## config.mk

```make
export PLATFORM = sky130hd
export DESIGN_NAME = mpeg_audio_frame_header_check
export DESIGN_NICKNAME = d
export VERILOG_FILES = /design/src/design/mafh_pkg.sv /design/src/design/mafh_decode.sv /design/src/design/mafh_div.sv /design/src/design/mpeg_audio_frame_header_check.sv
export SDC_FILE = /design/constraint.sdc
export NUM_CORES = 1
export LEC_CHECK = 0
export ABC_AREA = 1
export BUFFER_PORTS_ARGS = -buffer_cell sky130_fd_sc_hd__buf_2
export CAP_MARGIN = 30
export CORE_ASPECT_RATIO = 0.8
export CORE_MARGIN = 2
export CORE_UTILIZATION = 60
export CTS_CLUSTER_SIZE = 25
export DETAILED_ROUTE_END_ITERATION = 16
export PLACE_DENSITY = 0.82
export SLEW_MARGIN = 20
export SYNTH_ARGS = -nofsm -noshare
export SYNTH_HDL_FRONTEND = slang
export SYNTH_SLANG_ARGS = --single-unit
export TNS_END_PERCENT = 10
```

## constraint.sdc

```tcl
create_clock -name clk_i -period 6.19 [get_ports clk_i]
set_input_delay 1.238 -clock clk_i [delete_from_list [all_inputs] [get_ports clk_i]]
set_output_delay 1.238 -clock clk_i [all_outputs]
set_load 0.05 [all_outputs]
```

## src/design/mafh_pkg.sv

```systemverilog
// Shared types, codes and rate tables for the MPEG audio frame header checker.
package mafh_pkg;

  localparam logic [10:0] SYNC_WORD = 11'h7ff;

  // Version codes as reported
  localparam logic [1:0] VER_MPEG1  = 2'd0;
  localparam logic [1:0] VER_MPEG2  = 2'd1;
  localparam logic [1:0] VER_MPEG25 = 2'd2;

  // Layer codes as reported
  localparam logic [1:0] LAYER_I   = 2'd0;
  localparam logic [1:0] LAYER_II  = 2'd1;
  localparam logic [1:0] LAYER_III = 2'd2;

  localparam logic [1:0] CH_MODE_SINGLE = 2'd3;
  localparam logic [1:0] EMPH_FORBIDDEN = 2'd2;
  localparam logic [1:0] SRI_RESERVED   = 2'd3;
  localparam logic [3:0] BRI_FREE       = 4'd0;
  localparam logic [3:0] BRI_BAD        = 4'd15;

  localparam int NUM_W = 26;  // base * bitrate, below 2^26 for every good header
  localparam int DEN_W = 16;  // sample rate in Hz
  localparam int QUO_W = 11;  // frame size before padding
  localparam int CNT_W = $clog2(NUM_W);

  // Bitrates in kbit/s, indexed by bitrate index
  localparam logic [8:0] BR_V1_L1 [16] = '{9'd0, 9'd32, 9'd64, 9'd96, 9'd128, 9'd160,
    9'd192, 9'd224, 9'd256, 9'd288, 9'd320, 9'd352, 9'd384, 9'd416, 9'd448, 9'd0};
  localparam logic [8:0] BR_V1_L2 [16] = '{9'd0, 9'd32, 9'd48, 9'd56, 9'd64, 9'd80,
    9'd96, 9'd112, 9'd128, 9'd160, 9'd192, 9'd224, 9'd256, 9'd320, 9'd384, 9'd0};
  localparam logic [8:0] BR_V1_L3 [16] = '{9'd0, 9'd32, 9'd40, 9'd48, 9'd56, 9'd64,
    9'd80, 9'd96, 9'd112, 9'd128, 9'd160, 9'd192, 9'd224, 9'd256, 9'd320, 9'd0};
  localparam logic [8:0] BR_V2_L1 [16] = '{9'd0, 9'd32, 9'd48, 9'd56, 9'd64, 9'd80,
    9'd96, 9'd112, 9'd128, 9'd144, 9'd160, 9'd176, 9'd192, 9'd224, 9'd256, 9'd0};
  localparam logic [8:0] BR_V2_L23 [16] = '{9'd0, 9'd8, 9'd16, 9'd24, 9'd32, 9'd40,
    9'd48, 9'd56, 9'd64, 9'd80, 9'd96, 9'd112, 9'd128, 9'd144, 9'd160, 9'd0};

  // Frame size base times 1000, so it pairs with kbit/s
  localparam logic [17:0] BASE_L1_K = 18'd12000;
  localparam logic [17:0] BASE_V1_K = 18'd144000;
  localparam logic [17:0] BASE_V2_K = 18'd72000;

  typedef enum logic [1:0] {
    ST_IDLE,
    ST_DECODE,
    ST_DIV,
    ST_DONE
  } state_e;

  typedef struct packed {
    logic       set;
    logic [1:0] ver;
    logic [1:0] lay;
    logic [1:0] rate;
    logic [1:0] mode;
  } lock_t;

  typedef struct packed {
    logic             ok;
    logic [1:0]       ver;
    logic [1:0]       lay;
    logic             crc;
    logic [3:0]       bri;
    logic [1:0]       sri;
    logic             pad;
    logic [1:0]       mode;
    logic [1:0]       mext;
    logic [1:0]       ch;
    logic [5:0]       side;
    logic             mult4;
    logic [NUM_W-1:0] num;
    logic [DEN_W-1:0] den;
  } dec_t;

  function automatic logic [8:0] bitrate_kbps(input logic [1:0] ver, input logic [1:0] lay,
                                              input logic [3:0] bri);
    logic [8:0] r;
    r = '0;
    if (ver == VER_MPEG1) begin
      unique case (lay)
        LAYER_I:   r = BR_V1_L1[bri];
        LAYER_II:  r = BR_V1_L2[bri];
        LAYER_III: r = BR_V1_L3[bri];
        default:   r = '0;
      endcase
    end else begin
      r = (lay == LAYER_I) ? BR_V2_L1[bri] : BR_V2_L23[bri];
    end
    return r;
  endfunction

  function automatic logic [DEN_W-1:0] sample_rate(input logic [1:0] ver,
                                                   input logic [1:0] sri);
    logic [DEN_W-1:0] r;
    unique case (sri)
      2'd0:    r = 16'd44100;
      2'd1:    r = 16'd48000;
      2'd2:    r = 16'd32000;
      default: r = 16'd1;
    endcase
    unique case (ver)
      VER_MPEG2:  r = r >> 1;
      VER_MPEG25: r = r >> 2;
      default:    r = r;
    endcase
    return r;
  endfunction

endpackage

```

## src/design/mafh_decode.sv

```systemverilog
// Header field split, validity and lock checks, and divider operands.
module mafh_decode import mafh_pkg::*; (
  input  logic [31:0] header_i,
  input  lock_t       lock_i,
  output dec_t        dec_o
);

  logic [1:0]  vbits, lbits, emph;
  logic        ok_fmt, ok_ver, ok_lay;
  logic [8:0]  kbps;
  logic [17:0] base_k;
  logic [26:0] prod;

  assign vbits = header_i[20:19];
  assign lbits = header_i[18:17];
  assign emph  = header_i[1:0];

  always_comb begin
    dec_o      = '0;
    ok_ver     = 1'b1;
    ok_lay     = 1'b1;
    unique case (vbits)
      2'd3:    dec_o.ver = VER_MPEG1;
      2'd2:    dec_o.ver = VER_MPEG2;
      2'd0:    dec_o.ver = VER_MPEG25;
      default: ok_ver = 1'b0;
    endcase
    unique case (lbits)
      2'd3:    dec_o.lay = LAYER_I;
      2'd2:    dec_o.lay = LAYER_II;
      2'd1:    dec_o.lay = LAYER_III;
      default: ok_lay = 1'b0;
    endcase
    dec_o.crc  = ~header_i[16];
    dec_o.bri  = header_i[15:12];
    dec_o.sri  = header_i[11:10];
    dec_o.pad  = header_i[9];
    dec_o.mode = header_i[7:6];
    dec_o.mext = header_i[5:4];

    ok_fmt = (header_i[31:21] == SYNC_WORD) && ok_ver && ok_lay &&
             (dec_o.bri != BRI_FREE) && (dec_o.bri != BRI_BAD) &&
             (dec_o.sri != SRI_RESERVED) && (emph != EMPH_FORBIDDEN);
    dec_o.ok = ok_fmt && (!lock_i.set ||
               ((dec_o.ver == lock_i.ver) && (dec_o.lay == lock_i.lay) &&
                (dec_o.sri == lock_i.rate) && (dec_o.mode == lock_i.mode)));

    dec_o.ch = (dec_o.mode == CH_MODE_SINGLE) ? 2'd1 : 2'd2;
    if (dec_o.lay == LAYER_III) begin
      if (dec_o.ver == VER_MPEG1) dec_o.side = (dec_o.mode == CH_MODE_SINGLE) ? 6'd17 : 6'd32;
      else                        dec_o.side = (dec_o.mode == CH_MODE_SINGLE) ? 6'd9 : 6'd17;
    end
    dec_o.mult4 = (dec_o.lay == LAYER_I);

    kbps = bitrate_kbps(dec_o.ver, dec_o.lay, dec_o.bri);
    if (dec_o.lay == LAYER_I)           base_k = BASE_L1_K;
    else if (dec_o.ver == VER_MPEG1)    base_k = BASE_V1_K;
    else                                base_k = BASE_V2_K;
    prod      = kbps * base_k;
    dec_o.num = prod[NUM_W-1:0];
    dec_o.den = sample_rate(dec_o.ver, dec_o.sri);
  end

endmodule

```

## src/design/mafh_div.sv

```systemverilog
// Restoring bit-serial divider, one quotient bit per cycle.
module mafh_div import mafh_pkg::*; (
  input  logic             clk_i,
  input  logic             rst_ni,
  input  logic             start_i,
  input  logic [NUM_W-1:0] num_i,
  input  logic [DEN_W-1:0] den_i,
  output logic             busy_o,
  output logic             done_o,
  output logic [QUO_W-1:0] quo_o
);

  logic             busy_q, busy_d, done_q, done_d;
  logic [CNT_W-1:0] cnt_q, cnt_d;
  logic [NUM_W-1:0] acc_q, acc_d;
  logic [DEN_W-1:0] rem_q, rem_d, den_q, den_d;
  logic [DEN_W:0]   rem_sh, rem_sub;

  assign rem_sh  = {rem_q, acc_q[NUM_W-1]};
  assign rem_sub = rem_sh - {1'b0, den_q};

  always_comb begin
    busy_d = busy_q;
    done_d = 1'b0;
    cnt_d  = cnt_q;
    acc_d  = acc_q;
    rem_d  = rem_q;
    den_d  = den_q;
    if (start_i) begin
      busy_d = 1'b1;
      cnt_d  = '0;
      acc_d  = num_i;
      rem_d  = '0;
      den_d  = den_i;
    end else if (busy_q) begin
      // quotient bits shift in behind the dividend
      if (rem_sh >= {1'b0, den_q}) begin
        rem_d = rem_sub[DEN_W-1:0];
        acc_d = {acc_q[NUM_W-2:0], 1'b1};
      end else begin
        rem_d = rem_sh[DEN_W-1:0];
        acc_d = {acc_q[NUM_W-2:0], 1'b0};
      end
      cnt_d = cnt_q + 1'b1;
      if (cnt_q == CNT_W'(NUM_W - 1)) begin
        busy_d = 1'b0;
        done_d = 1'b1;
      end
    end
  end

  always_ff @(posedge clk_i or negedge rst_ni) begin
    if (!rst_ni) begin
      busy_q <= 1'b0;
      done_q <= 1'b0;
      cnt_q  <= '0;
    end else begin
      busy_q <= busy_d;
      done_q <= done_d;
      cnt_q  <= cnt_d;
    end
  end

  always_ff @(posedge clk_i) begin
    acc_q <= acc_d;
    rem_q <= rem_d;
    den_q <= den_d;
  end

  assign busy_o = busy_q;
  assign done_o = done_q;
  assign quo_o  = acc_q[QUO_W-1:0];

endmodule

```

## src/design/mpeg_audio_frame_header_check.sv

```systemverilog
// Top level: MPEG audio frame header checker with stream lock and payload size.
//
//  Channel | Direction | Handshake               | Payload
//  in      | input     | in_valid_i / in_ready_o | header_word_i, clear_lock_i
//  out     | output    | out_valid_o/out_ready_i | valid_res_o ... payload_bytes_o
//
// A good header goes from accept to result through decode, the bit-serial divider
// for floor(base*bitrate/samplerate) (26 steps, then done), and a final step
// that finishes the size. A rejected header skips the divider.
// One item at a time; in_ready_o is high only when the sequencer is idle.
// The result sits in an output register; a stalled output holds the sequencer
// in its last state until the register frees up.
// Reset clears the lock and all control state; no clearing pass.
module mpeg_audio_frame_header_check import mafh_pkg::*; (
  input  logic        clk_i,
  input  logic        rst_ni,
  input  logic        in_valid_i,
  output logic        in_ready_o,
  input  logic [31:0] header_word_i,
  input  logic        clear_lock_i,
  output logic        out_valid_o,
  input  logic        out_ready_i,
  output logic        valid_res_o,
  output logic [1:0]  version_o,
  output logic [1:0]  layer_index_o,
  output logic        crc_present_o,
  output logic [3:0]  bitrate_index_o,
  output logic [1:0]  rate_index_o,
  output logic        padding_o,
  output logic [1:0]  channel_mode_o,
  output logic [1:0]  mode_ext_o,
  output logic [1:0]  channels_o,
  output logic [5:0]  side_info_bytes_o,
  output logic [10:0] payload_bytes_o
);

  state_e      state_q, state_d;
  lock_t       lock_q, lock_d;
  logic [31:0] header_q;
  dec_t        dec, dec_q;
  logic        out_valid_q, out_valid_d;
  dec_t        res_q, res_d;
  logic [10:0] pay_q, pay_d;

  logic             div_start, div_busy, div_done;
  logic [QUO_W-1:0] quo;
  logic             in_acc, out_load;
  logic signed [13:0] fsize, total;

  assign in_ready_o = (state_q == ST_IDLE);
  assign in_acc     = in_valid_i && in_ready_o;

  mafh_decode u_decode (
    .header_i (header_q),
    .lock_i   (lock_q),
    .dec_o    (dec)
  );

  mafh_div u_div (
    .clk_i   (clk_i),
    .rst_ni  (rst_ni),
    .start_i (div_start),
    .num_i   (dec.num),
    .den_i   (dec.den),
    .busy_o  (div_busy),
    .done_o  (div_done),
    .quo_o   (quo)
  );

  // size from quotient and padding (x4 for layer I), less header, CRC and side info
  always_comb begin
    fsize = 14'(quo) + 14'(dec_q.pad);
    if (dec_q.mult4) fsize = fsize <<< 2;
    total = fsize - 14'sd4 - (dec_q.crc ? 14'sd2 : 14'sd0) - 14'(dec_q.side);
  end

  always_comb begin
    state_d     = state_q;
    lock_d      = lock_q;
    div_start   = 1'b0;
    out_load    = 1'b0;
    res_d       = res_q;
    pay_d       = pay_q;
    out_valid_d = out_valid_q;
    if (out_valid_q && out_ready_i) out_valid_d = 1'b0;

    unique case (state_q)
      ST_IDLE: begin
        if (in_acc) begin
          if (clear_lock_i) lock_d.set = 1'b0;
          state_d = ST_DECODE;
        end
      end
      ST_DECODE: begin
        if (dec.ok) begin
          lock_d.set  = 1'b1;
          lock_d.ver  = dec.ver;
          lock_d.lay  = dec.lay;
          lock_d.rate = dec.sri;
          lock_d.mode = dec.mode;
          div_start   = 1'b1;
          state_d     = ST_DIV;
        end else begin
          state_d = ST_DONE;
        end
      end
      ST_DIV: begin
        if (div_done) state_d = ST_DONE;
      end
      ST_DONE: begin
        if (!out_valid_q || out_ready_i) begin
          out_load    = 1'b1;
          out_valid_d = 1'b1;
          state_d     = ST_IDLE;
          if (dec_q.ok) begin
            res_d = dec_q;
            priority if (total < 0)         pay_d = '0;
            else if (total > 14'sd2047)     pay_d = 11'd2047;
            else                            pay_d = total[10:0];
          end else begin
            res_d = '0;
            pay_d = '0;
          end
        end
      end
      default: state_d = ST_IDLE;
    endcase
  end

  always_ff @(posedge clk_i or negedge rst_ni) begin
    if (!rst_ni) begin
      state_q     <= ST_IDLE;
      lock_q      <= '0;
      out_valid_q <= 1'b0;
    end else begin
      state_q     <= state_d;
      lock_q      <= lock_d;
      out_valid_q <= out_valid_d;
    end
  end

  always_ff @(posedge clk_i) begin
    if (in_acc) header_q <= header_word_i;
    if (state_q == ST_DECODE) dec_q <= dec;
    res_q <= res_d;
    pay_q <= pay_d;
  end

  assign out_valid_o       = out_valid_q;
  assign valid_res_o       = res_q.ok;
  assign version_o         = res_q.ver;
  assign layer_index_o     = res_q.lay;
  assign crc_present_o     = res_q.crc;
  assign bitrate_index_o   = res_q.bri;
  assign rate_index_o      = res_q.sri;
  assign padding_o         = res_q.pad;
  assign channel_mode_o    = res_q.mode;
  assign mode_ext_o        = res_q.mext;
  assign channels_o        = res_q.ch;
  assign side_info_bytes_o = res_q.side;
  assign payload_bytes_o   = pay_q;

  a_idle_div_quiet: assert property (@(posedge clk_i) disable iff (!rst_ni)
    (state_q == ST_IDLE) |-> !div_busy)
    else $error("divider busy while sequencer idle");

  a_done_in_div: assert property (@(posedge clk_i) disable iff (!rst_ni)
    div_done |-> (state_q == ST_DIV))
    else $error("divider finished outside divide state");

  a_reject_zero: assert property (@(posedge clk_i) disable iff (!rst_ni)
    (out_valid_o && !valid_res_o) |-> (payload_bytes_o == 11'd0 && channels_o == 2'd0))
    else $error("rejected header carries nonzero fields");

  a_good_has_lock: assert property (@(posedge clk_i) disable iff (!rst_ni)
    $rose(out_valid_o) && valid_res_o |-> lock_q.set)
    else $error("accepted header left no lock");

  a_load_only_free: assert property (@(posedge clk_i) disable iff (!rst_ni)
    out_load |-> (!out_valid_q || out_ready_i))
    else $error("result overwritten before delivery");

endmodule

```

; ---- Yosys cells after proc, flatten, opt, wreduce, memory -nomap -nowiden
; Memory sizes are Yosys's and may differ from the RTL's.
; Cells that the tools add are included.
[classes]
multipliers = 1
add_sub_neg = 6
mux = 55
magnitude_cmp = 4
reduce_logical = 31
eq_ne = 29
bitwise_logic = 3
[op_table]
columns = cell, n
row1 = $mux W9, 13
row2 = $mux W68, 1
row3 = $mux W26, 2
row4 = $pmux W16 S3, 1
row5 = $mux W18, 2
row6 = $pmux W16 S2, 1
row7 = $pmux W9 S3, 1
row8 = $mul A9 B18 Y26, 1
row9 = $eq A2 B2 Y1 const B, 10
row10 = $ge A17 B16 Y1, 1
row11 = $mux W1, 17
row12 = $mux W16, 1
row13 = $sub A16 B16 Y16, 1
row14 = $mux W5, 3
row15 = $gt A14 B12 Y1 const B, 1
row16 = $lt A14 B1 Y1 const B, 1
row17 = $mux W14, 1
row18 = $sub A14 B2 Y14, 1
row19 = $sub A14 B3 Y14 const B, 1
row20 = $sub A14 B6 Y14, 1
row21 = $add A11 B1 Y12, 1
row22 = $logic_and A1 B1 Y1, 12
row23 = $mux W6, 2
row24 = $eq A11 B11 Y1 const B, 1
row25 = other kinds (25), 52
[totals]
elab_cells = 174
mem_count = 5
regBits = 213
out_inout_bits = 38
input_bits = 37
rom_bits = 720
[mem_list]
columns = memory, words, word_bits, rd, rd_ports_with_merged_regs, wr, line_no
row1 = (no name shown), 16, 9, 1, 0, 0, mafh_pkg.sv:88  ; r = (lay == LAYER_I) ? BR_V2_L1[bri] : BR_V2_L23[bri];
row2 = (no name shown), 16, 9, 1, 0, 0, mafh_pkg.sv:82  ; LAYER_I: r = BR_V1_L1[bri];
row3 = (no name shown), 16, 9, 1, 0, 0, mafh_pkg.sv:83  ; LAYER_II: r = BR_V1_L2[bri];
row4 = (no name shown), 16, 9, 1, 0, 0, mafh_pkg.sv:84  ; LAYER_III: r = BR_V1_L3[bri];
row5 = (no name shown), 16, 9, 1, 0, 0, mafh_pkg.sv:88

; ---- Logic depth before layout (Yosys ltp)
; Gate-level depths: netlist of run 1.
[logic_depth]
depth_word = 13
depth_mapped = 28
mapped_depth_nobuf = 28

; ---- Modules after synthesis
; A second synthesis of run 1 with hierarchy kept.
[unflattened]
hier_cells = 1405
hier_area_um2 = 12012.8
[by_module_without_submodules]
columns = mod, cells_per_inst, instances, area_per_inst_um2
row1 = mpeg_audio_frame_header_check, 393, 1, 4674.5
row2 = mafh_div, 497, 1, 3851.2
row3 = mafh_decode, 515, 1, 3487.1

; ---- Worst setup path before layout of run 1
; No wires, ideal clock.
[synth_timing]
kind = reg-to-reg
from = reg header_q[18]
to = reg u_div.acc_q[22] (data pin)
required_ps = 5935
setup_ps = 255
arrival_ps = 4941
period_less_slack_ps = 5196
stages_incl_launch_ff = 27
path_slack_ps = 994
path_cell_list = edfxtp_1 inv_1 ha_1 clkbuf_1 inv_1 o31ai_1 a32o_1 nand2_1 nand2_1 inv_1 nor2_1 inv_1 fa_1 fa_1 inv_1 fa_1 ha_1 fa_1 a21oi_1 o21ai_0 nand2_1 nand2_1 a31oi_1 xor2_1 nand2_1 o21ai_0 inv_1
[synth_lines]
columns = item, line_no
row1 = from (decl), mpeg_audio_frame_header_check.sv:39  ; logic [31:0] header_q;
row2 = from (signal assigned), mpeg_audio_frame_header_check.sv:143  ; if (in_acc) header_q <= header_word_i;
row3 = to (signal assigned), mafh_div.sv:65  ; acc_q <= acc_d;
row4 = to (decl), mafh_div.sv:15  ; logic [NUM_W-1:0] acc_q, acc_d;

; ---- Worst setup path in the final report of run 1
[layout_timing]
from = reg header_q[17]
to = reg u_div.acc_q[25] (data pin)
[layout_between]
elab_chain_len = 12
[layout_lines]
columns = item, line_no
row1 = "parallel branches: the longest is 11 deep, another holds $mul A9 B18 Y26", -
row2 = $mux W26 *, mafh_div.sv:29  ; if (start_i) begin
row3 = via u_div.acc_d[25], mafh_div.sv:15
; Mark *: on every way through the listed nets, which the timed path passes.
; A chain may end at the register's enable or synchronous reset.

==> results.yml, run 1 <==
outcome:
  status: "completed"
timing:
  worst_clock_skew_ns: 0.0104
  fin_crit_sh_pct: 93.7
  slew_headroom_pct: 40.4
  holdWs_ns: 0.422
  setup-violations-final: 0
  final.min_clock_period_ns: 5.80
  setup_tns_ns: 0
  tightest_slew_ns: 0.894
  fmax_mhz: 172
  hold_viol_final: 0
  slew_violations: 0
global_route:
  grt_usage_pct: 24.9
  grt_max_degree: 49
  grt-ovfl-total: 0
  antenna_found_initial: 0
  grt_pass1_wl_um: 38800
  grt_pass1_vias: 8231
final_layout:
  final_nets: 1476
  n_antenna_cell: 0
  area_growth_pct: 11.2
  fin_cells: 1554
  n_fill_cell: 1406
  drive_gt1_share_pct: 13.3
  multi_input_area_um2: 5370
  final_common_cell: "nand2_1"
  register_area_um2: 4640
  final_cell_mix: "nand2_1, inv_1, edfxtp_1"
logic_synthesis:
  synth_area_per_cell_um2: 8.88
  synth_top_area_share_pct: 35.0
  yosysSeqAreaShare_pct: 42.3
  synth_area_leaders: "edfxtp_1, ha_1, nand2_1"
  synthFlopType: "edfxtp_1"
  synth_edf_count: 128
  syn_inst: 1235
  synth_seq_cells: 163
  ys_types: 54
  yosysWarnings: 0
  yosysTopAreaCell: "edfxtp_1"
  synthArstFlopShare_pct: 11.7
  syn-cell-area_um2: 11000
die:
  io-pin-count: 75
  core_area_um2: 18000
  fp.dieW_um: 155
  die-area_um2: 19400
  initial_core_util_pct: 60.9
  die_h_um: 125
  rows: 44
power:
  power.share.clock_pct: 17.1
  power.density_nw_per_um2: 485
  p_leak_nw: 6.00
  seq_power_share_pct: 26.4
  p_comb_share_pct: 56.5
  p_sw_share_pct: 45.6
  p_switching_mw: 2.69
  irDropWorstVdd_uv: 508
  p_int_mw: 3.22
critical_path:
  start_kind: "register"
  path_class: "register to register"
  r2r_start: "header_q[17]$_DFFE_PP_"
  path_max_fanout: 10
  critPathCaptureType: "register"
  cp.required_ns: 6.37
  setup.worst_path.start: "header_q[17]$_DFFE_PP_"
  arrival_ns: 5.98
flow_run:
  maxCapViolations: 0
clock_network:
  htreeDepth: 4
  clkTransAtPathRegs_ns: 0.07
  clk_latency_ns: 0.42
  clock_sinks: 163
  cts_max_path_buffers: 2
  clockRootBuffer: "clkbuf_16"
  cts_tree: "yes"
  numCtsBuffers: 17
placed_design:
  io_buffers: 69
  dp.cells: 1518
  place_congestion: 0.920
  hpwl_um: 17400
detailed_routing:
  avgRoutedWirePerCell_um: 15.2
  vias_per_cell: 5.47
  wl_um: 23500
  postRouteAntennaNets: 0
  drc: 0
  first_iter_violations: 567
  vias: 8497
  firstDrtPassIters: 5
min_path:
  hold_path_class: "register to register"
  min_from: "header_q[5]$_DFFE_PP_"
-- layout make-up --
cell class | count | area share [%]
Clock buffer | 17 | 3.49
Multi-Input combinational cell | 823 | 44.0
Inverter | 219 | 6.76
Timing Repair Buffer | 88 | 4.29
Clock inverter | 14 | 1.06
Sequential cell | 163 | 38.0
Tap cell | 230 | 2.36
-- worst max-delay path, stage by stage, from the launching register on --
cell,delay (ns)
edfxtp_1,0.36
inv_1,0.07
ha_1,0.37
buf_4,0.21
inv_1,0.10
nor2_1,0.35
o21ai_0,0.20
and3_1,0.27
nand2_1,0.18
inv_1,0.08
fa_1,0.51
fa_1,0.44
fa_1,0.49
ha_1,0.31
ha_1,0.33
inv_1,0.13
o21ai_0,0.09
nand2_1,0.06
nand3_1,0.12
a21oi_1,0.31
o21ai_0,0.16
xor2_1,0.22
nand2_1,0.08
nand2_1,0.08
inv_1,0.04
-- synth_stat cells, types with 16 or more instances --
cell type	number
fa_1	35
xor2_1	24
nand2_1	267
a21oi_1	39
edfxtp_1	128
dfrtp_1	19
o21ai_0	52
nor2_1	68
dfxtp_1	16
inv_1	213
nand3_1	93
nand4_1	21
ha_1	92
-- path summary, 6_finish.rpt --
path                       slack, ns                         end  cells past startpoint
setup / recovery                0.39   u_div.acc_q[25]$_DFFE_PP_                     24
setup reg to reg                0.39   u_div.acc_q[25]$_DFFE_PP_                     24
hold / removal                  0.42         dec_q[52]$_DFFE_PN_                      0
max in group asynchronous       5.06       lock_q[8]$_DFFE_PN0P_                      1
min in group asynchronous       0.78  u_div.cnt_q[1]$_DFFE_PN0P_                      1
hold reg to reg                 0.42         dec_q[52]$_DFFE_PN_                      0
-- state kept, by name, summed over array words and instances, names as in the netlist, 4 cells and up --
signal             cells
lock_q                 9
u_div.acc_q           26
u_div.den_q           15
u_div.cnt_q            5
side_info_bytes_o      4
payload_bytes_o       11
bitrate_index_o        4
u_div.rem_q           16
dec_q                 24
header_q              29
-- stage by stage --
step                      instance area [µm²]  total power, mW  worst slack [ns]  util, %
after floorplan                         11000             4.15             0.994        -
after global placement                  11500             4.73             0.398     64.1
after detailed placement                11600             4.85             0.297     64.3
after CTS                               12100             5.90             0.282     67.4
after global routing                    12200             6.45           -0.0167     67.8
final                                   12200             5.91             0.392     67.8
-- power by group through the flow --
stage | clock network [mW] | logic [mW] | registers, mW
after CTS | 1.02 | 3.32 | 1.57
after floorplan | 0 | 2.34 | 1.80
after global routing | 1.06 | 3.81 | 1.58
after detailed placement | 0 | 3.26 | 1.59
final | 1.01 | 3.34 | 1.56
after global placement | 0 | 3.15 | 1.58
-- cell families (layout without fill, tap and decap cells) --
kind of cell,count (synthesis),count (layout),synth area share [%]
compound gates,143,143,7.52
other cells,2,4,0.0685
xor+xnor,39,39,3.11
fa+ha+maj,127,127,16.9
flops,163,163,42.3
buf+inv,251,338,9.02
simple gates,510,510,21.1
-- per-layer routing --
layer  GRT usage (%)  routed length [µm]  vias up
met2            39.7               10800      281
met4            7.79                 488        0
met1            35.1               11000     3985
met3            4.58                1260       50
li1                -                   -     4181
met5               0                   0        -
-- timing repair --
action                                  4_1_cts  5_1_grt
resized for setup                             0        4
endpoints found under the setup margin        0        6
setup buffers                                 0        4
hold buffers                                  0        0
Power figures use the tool's default switching activity.
==> inputs of run 2 (changes only) <==
Settings changed: ABC_AREA 1 to unset.
==> results.yml, run 2 <==
die:
  die_h_um: 124
  io-pin-count: 75
  rows: 43
  die-area_um2: 19100
  initial_core_util_pct: 61.6
  fp.dieW_um: 154
  core_area_um2: 17500
clock_network:
  cts_tree: "yes"
  ctsHoldBuffers: 0
  clk_latency_ns: 0.44
  clockRootBuffer: "clkbuf_16"
  clkTransAtPathRegs_ns: 0.07
  numCtsBuffers: 17
  cts_max_path_buffers: 2
  clock_sinks: 163
  htreeDepth: 4
logic_synthesis:
  synth_top_family_by_area: "adder cells"
  synth_common_cells: "edfxtp_1, nand2_1, inv_1"
  synth_xor_area_share_pct: 3.41
  synth_mux_area_share_pct: 2.72
  yosysTopAreaCell: "edfxtp_1"
  synthArstFlopShare_pct: 11.7
  synthFlopType: "edfxtp_1"
  synth_compound_area_share_pct: 12.5
  synth_area_leaders: "edfxtp_1, ha_1, fa_1"
  syn-cell-area_um2: 10800
  synth_top_area_share_pct: 35.7
  yosysSeqAreaShare_pct: 43.0
  syn_inst: 1055
  synth_area_per_cell_um2: 10.2
  synth-simple-area-share_pct: 15.8
  synth_fa_ha_area_share_pct: 17.2
  ys_types: 75
  synth_edf_count: 128
  yosysWarnings: 0
  synth_seq_cells: 163
  yosysMostFrequentCell: "edfxtp_1"
final_layout:
  largest_register_ffs: 29
  final_nets: 1294
  n_fill_cell: 1315
  n_antenna_cell: 0
  drive_gt1_share_pct: 14.6
  area_growth_pct: 11.9
  regMostFlops: "header_q"
  final_common_cell: "edfxtp_1"
  fin_util_pct: 69.0
  largestRegisters: "header_q (29), u_div.acc_q (26), dec_q (24)"
  final_cell_mix: "edfxtp_1, nand2_1, inv_1"
critical_path:
  cp.required_ns: 6.38
  critPathCaptureType: "register"
  path_max_fanout: 6
  setup.worst_path.start: "header_q[12]$_DFFE_PP_"
  r2r_start: "header_q[12]$_DFFE_PP_"
  start_kind: "register"
  path_class: "register to register"
  arrival_ns: 6.14
timing:
  hold_viol_final: 0
  setup-violations-final: 0
  tightest_slew_ns: 0.773
  worst_clock_skew_ns: 0.00754
  final.min_clock_period_ns: 5.95
  slew_violations: 0
  fmax_mhz: 168
  fin_crit_sh_pct: 96.2
  slew_headroom_pct: 47.0
global_route:
  grt_pass1_vias: 8061
  grt-ovfl-total: 0
  grt_pass1_wl_um: 38800
  antenna_found_initial: 0
  grt_usage_pct: 26.0
  grt_max_degree: 40
power:
  irDropWorstVdd_uv: 323
  p_leak_nw: 5.29
  power.density_nw_per_um2: 446
  power_mw: 5.38
placed_design:
  io_buffers: 69
  place_congestion: 0.903
  hpwl_um: 17300
detailed_routing:
  firstDrtPassIters: 6
  vias: 8095
  drc: 0
  first_iter_violations: 696
  vias_per_cell: 5.92
  postRouteAntennaNets: 0
  avgRoutedWirePerCell_um: 17.4
  wl_um: 23700
min_path:
  hold_path_class: "register to register"
  min_from: "header_q[4]$_DFFE_PP_"
flow_run:
  maxCapViolations: 0
outcome:
  status: "completed"
[run 2: cell types whose count changed after synthesis, sizes merged, moves of 10 or more]
cell | previous run | this run
mux2i | 0 | 18
nand2b | 0 | 12
clkbuf | 15 | 33
nand3 | 100 | 19
nor2 | 79 | 68
nand2 | 285 | 112
nand4 | 21 | 11
a21oi | 46 | 60
mux2 | 0 | 10
and2 | 1 | 43
inv | 218 | 97
[run 2: metal layers]
metal  vias to the layer above  global-route usage (%)  part of all wire [%]  wire (µm)
met5                         -                       0                     0          0
met4                         0                    7.83                   1.9        447
met3                        44                    4.98                   6.7       1590
met2                       305                    45.8                    48      11500
met1                      3865                    33.2                    43      10200
li1                       3881                       -                     -          -
[run 2: stage by stage]
| stage | cells | TNS [ns] | hold slack, ns | area [µm²] | setup WS, ns |
|---|---|---|---|---|---|
| after global placement | 1332 | 0 | 0.401 | 11400 | 0.302 |
| final | 1368 | 0 | 0.429 | 12100 | 0.237 |
| after floorplan | 1057 | 0 | 0.400 | 10800 | 0.362 |
| after global routing | 1368 | -0.00502 | 0.449 | 12100 | -0.00502 |
| after CTS | 1364 | 0 | 0.429 | 12000 | 0.0884 |
| after detailed placement | 1332 | 0 | 0.416 | 11400 | 0.154 |
[run 2: cell families (layout without fill, tap and decap cells)]
kind of cell | Yosys count | count (layout)
AND/OR/NAND/NOR | 339 | 339
adder cells (fa/ha/maj) | 127 | 127
multiplexers | 28 | 28
buffers and inverters | 145 | 231
XOR/XNOR | 42 | 42
other | 2 | 4
flip-flops | 163 | 163
AO/OA/AOI/OAI | 209 | 209
[run 2: area by class of cell]
class | count | area (µm²) | area share [%]
Multi-Input combinational cell | 749 | 5590 | 46.3
Clock inverter | 15 | 166 | 1.38
Tap cell | 225 | 282 | 2.33
Timing Repair Buffer | 102 | 593 | 4.92
Inverter | 97 | 364 | 3.02
Sequential cell | 163 | 4640 | 38.5
Clock buffer | 17 | 425 | 3.53
[run 2: timing repair]
| item | 4_1_cts | 5_1_grt |
|---|---|---|
| setup endpoints to repair | 0 | 3 |
| buffers inserted | 0 | 4 |
| resized for setup | 0 | 5 |
[run 2: path summary, 6_finish.rpt]
| check | end | slack (ns) | cells past startpoint |
|---|---|---|---|
| max | u_div.acc_q[25]$_DFFE_PP_ | 0.24 | 23 |
| min | dec_q[51]$_DFFE_PN_ | 0.43 | 0 |
| max reg2reg | u_div.acc_q[25]$_DFFE_PP_ | 0.24 | 23 |
| min reg2reg | dec_q[51]$_DFFE_PN_ | 0.43 | 0 |
| max in group asynchronous | lock_q[8]$_DFFE_PN0P_ | 5.10 | 1 |
| min in group asynchronous | u_div.cnt_q[4]$_DFFE_PN0P_ | 0.75 | 1 |
[run 2: power by group]
part / switching [mW] / internal (mW)
Clock: 0.495 / 0.575
Combinational: 1.69 / 1.04
Sequential: 0.117 / 1.46
Total: 2.30 / 3.07
[run 2: worst max-delay path, stage by stage (launching register included)]
cell and delay, ns:
edfxtp_1 0.41, inv_2 0.13, ha_1 0.28, mux2i_1 0.14, a21oi_1 0.08, o22ai_1 0.14, o21ai_0 0.14, a21oi_1 0.19
o21ai_1 0.09, buf_4 0.17, or2_2 0.29, fa_1 0.48, inv_1 0.06, fa_1 0.51, fa_1 0.51, ha_1 0.32
ha_1 0.36, nand2_1 0.12, o221ai_2 0.14, o211ai_1 0.32, nand3_1 0.12, a41oi_1 0.26, xnor2_1 0.15, mux2_2 0.29
==> inputs of run 3 (changes only) <==
Settings changed: BUFFER_PORTS_ARGS -buffer_cell sky130_fd_sc_hd__buf_2 to -buffer_cell sky130_fd_sc_hd__buf_4, REMOVE_ABC_BUFFERS set to 1.
==> results.yml, run 3 (synthesis results as in run 2) <==
flow_run:
  maxCapViolations: 0
placed_design:
  dp.cells: 1328
  place_area_um2: 11600
  io_buffers: 69
  place_ws_ns: 0.214
  hpwl_um: 16800
  place_congestion: 0.938
timing:
  tightest_slew_ns: 0.796
  hold_viol_final: 0
  setup-violations-final: 0
  fmax_mhz: 170
  worst_slack_ns: 0.295
  final.min_clock_period_ns: 5.89
  rsz0062_at_grt: "false"
  slew_headroom_pct: 45.4
  worst_clock_skew_ns: 0.0112
  holdWs_ns: 0.422
  setup_tns_ns: 0
  fin_crit_sh_pct: 95.2
  slew_violations: 0
detailed_routing:
  firstDrtPassIters: 5
  first_iter_violations: 725
  vias_per_cell: 5.96
  vias: 8105
  wl_um: 23200
  drc: 0
  avgRoutedWirePerCell_um: 17.1
  postRouteAntennaNets: 0
power:
  p_switching_mw: 2.28
  power.share.clock_pct: 19.8
  p_comb_share_pct: 50.7
  irDropWorstVdd_uv: 287
  p_leak_nw: 5.32
  p_sw_share_pct: 42.6
  power.density_nw_per_um2: 439
  p_int_mw: 3.08
  seq_power_share_pct: 29.5
die:
  core_area_um2: 17500
  die_h_um: 124
  initial_core_util_pct: 61.6
  fp.dieW_um: 154
  io-pin-count: 75
  die-area_um2: 19100
  rows: 43
global_route:
  top_usage_layer: "met2"
  met1_usage_pct: 35.6
  antenna_found_initial: 0
  gr-usage-met2_pct: 42.7
  grt-ovfl-total: 0
  grt_max_degree: 48
  grt_pass1_vias: 7763
  grt_pass1_wl_um: 38400
  met3_usage_pct: 4.00
  grt_usage_pct: 25.7
final_layout:
  final_cell_mix: "edfxtp_1, nand2_1, inv_1"
  final_nets: 1286
  regMostFlops: "header_q"
  fin_cells: 1360
  final_common_cell: "edfxtp_1"
  largestRegisters: "header_q (29), u_div.acc_q (26), dec_q (24)"
  fin_area_um2: 12200
  drive_gt1_share_pct: 14.5
  area_growth_pct: 13.4
  largest_register_ffs: 29
  n_fill_cell: 1242
  n_antenna_cell: 0
clock_network:
  htreeDepth: 4
  clockRootBuffer: "clkbuf_16"
  ctsHoldBuffers: 0
  numCtsBuffers: 17
  cts_tree: "yes"
  clk_latency_ns: 0.44
  postCtsSetupBuffers: 0
  clkTransAtPathRegs_ns: 0.07
  clock_sinks: 163
  postCtsResizedCells: 0
  cts_max_path_buffers: 2
critical_path:
  critical_path.slowest_cell: "fa_1"
  cp.required_ns: 6.37
  crit_chain: "inv_1, ha_1, mux2i_1, a21oi_1, o22ai_1, o21ai_0, a21oi_1, o21ai_1, or2_2, fa_1, fa_1, inv_1, fa_1, ha_1, ha_1, a21oi_2, o221ai_2, o211ai_1, nand3_1, a41oi_2, xnor2_1, mux2_2"
  crit_buf_inv: 2
  crit_path_max_incr_delay_ns: 0.54
  start_kind: "register"
  arrival_ns: 6.08
  path_max_fanout: 5
  critical_path.top_delay_family: "adder cells"
  path_class: "register to register"
  critPathCaptureType: "register"
min_path:
  hold_path_class: "register to register"
outcome:
  status: "completed"
-- run 3: changes by cell type in the layout (fill, tap and decap cells not counted), moves of 2 or more --
cell | previous run | this run
a21oi_1 | 59 | 57
a21oi_2 | 1 | 3
buf_2 | 69 | 0
buf_4 | 33 | 94
clkinv_4 | 1 | 3
clkinv_8 | 1 | 5
clkinvlp_4 | 2 | 0
ha_1 | 92 | 89
ha_2 | 0 | 3
inv_6 | 4 | 1
-- run 3: layout make-up --
type | count | area, µm² | share of cell area [%]
multi-input cells | 749 | 5620 | 46.0
flip-flops and latches | 163 | 4640 | 38.0
repair buffers | 94 | 706 | 5.78
clock buffers | 17 | 425 | 3.48
inverters | 97 | 364 | 2.98
well taps | 225 | 282 | 2.30
clock inverters | 15 | 184 | 1.51
-- run 3: per-stage QoR --
stage / power [mW] / util (%)
5_1_grt: 5.78 / 69.9
3_3_place_gp: 4.17 / 66.2
3_5_place_dp: 4.25 / 66.2
4_1_cts: 5.35 / 69.7
6_report: 5.37 / 69.9
2_1_floorplan: 3.60 / -
-- run 3: per-layer routing --
layer / vias to the layer above / routed length [µm]
met3: 31 / 1490
met1: 3901 / 10500
met2: 307 / 11000
met5: - / 0
met4: 0 / 311
li1: 3866 / -
-- run 3: final timing paths --
path | from | to | slack (ns) | cells past startpoint
max in group asynchronous | rst_ni | lock_q[7]$_DFFE_PN0P_ | 5.30 | 1
worst max-delay path | header_q[13]$_DFFE_PP_ | u_div.acc_q[25]$_DFFE_PP_ | 0.30 | 22
worst min register to register | header_q[5]$_DFFE_PP_ | dec_q[52]$_DFFE_PN_ | 0.42 | 0
worst max register to register | header_q[13]$_DFFE_PP_ | u_div.acc_q[25]$_DFFE_PP_ | 0.30 | 22
worst min-delay path | header_q[5]$_DFFE_PP_ | dec_q[52]$_DFFE_PN_ | 0.42 | 0
min in group asynchronous | rst_ni | out_valid_o$_DFF_PN0_ | 0.67 | 1
-- run 3: worst register-to-register path: cells and delay by family (launching register included) --
family,cells,cell delay (ns)
xor gates and xnor gates,1,0.14
and+or+nand+nor,2,0.46
buffers and inverters,2,0.21
muxes,2,0.42
AOI/OAI and AO/OA,9,1.53
adders and majority gates,6,2.50
DFF,1,0.38
-- run 3: power groups by stage --
stage	sequential, mW	combinational, mW	clock (mW)
floorplan	1.86	1.75	0
global placement	1.60	2.57	0
detailed placement	1.61	2.64	0
CTS	1.58	2.69	1.07
global route	1.61	3.06	1.12
finish	1.58	2.72	1.06
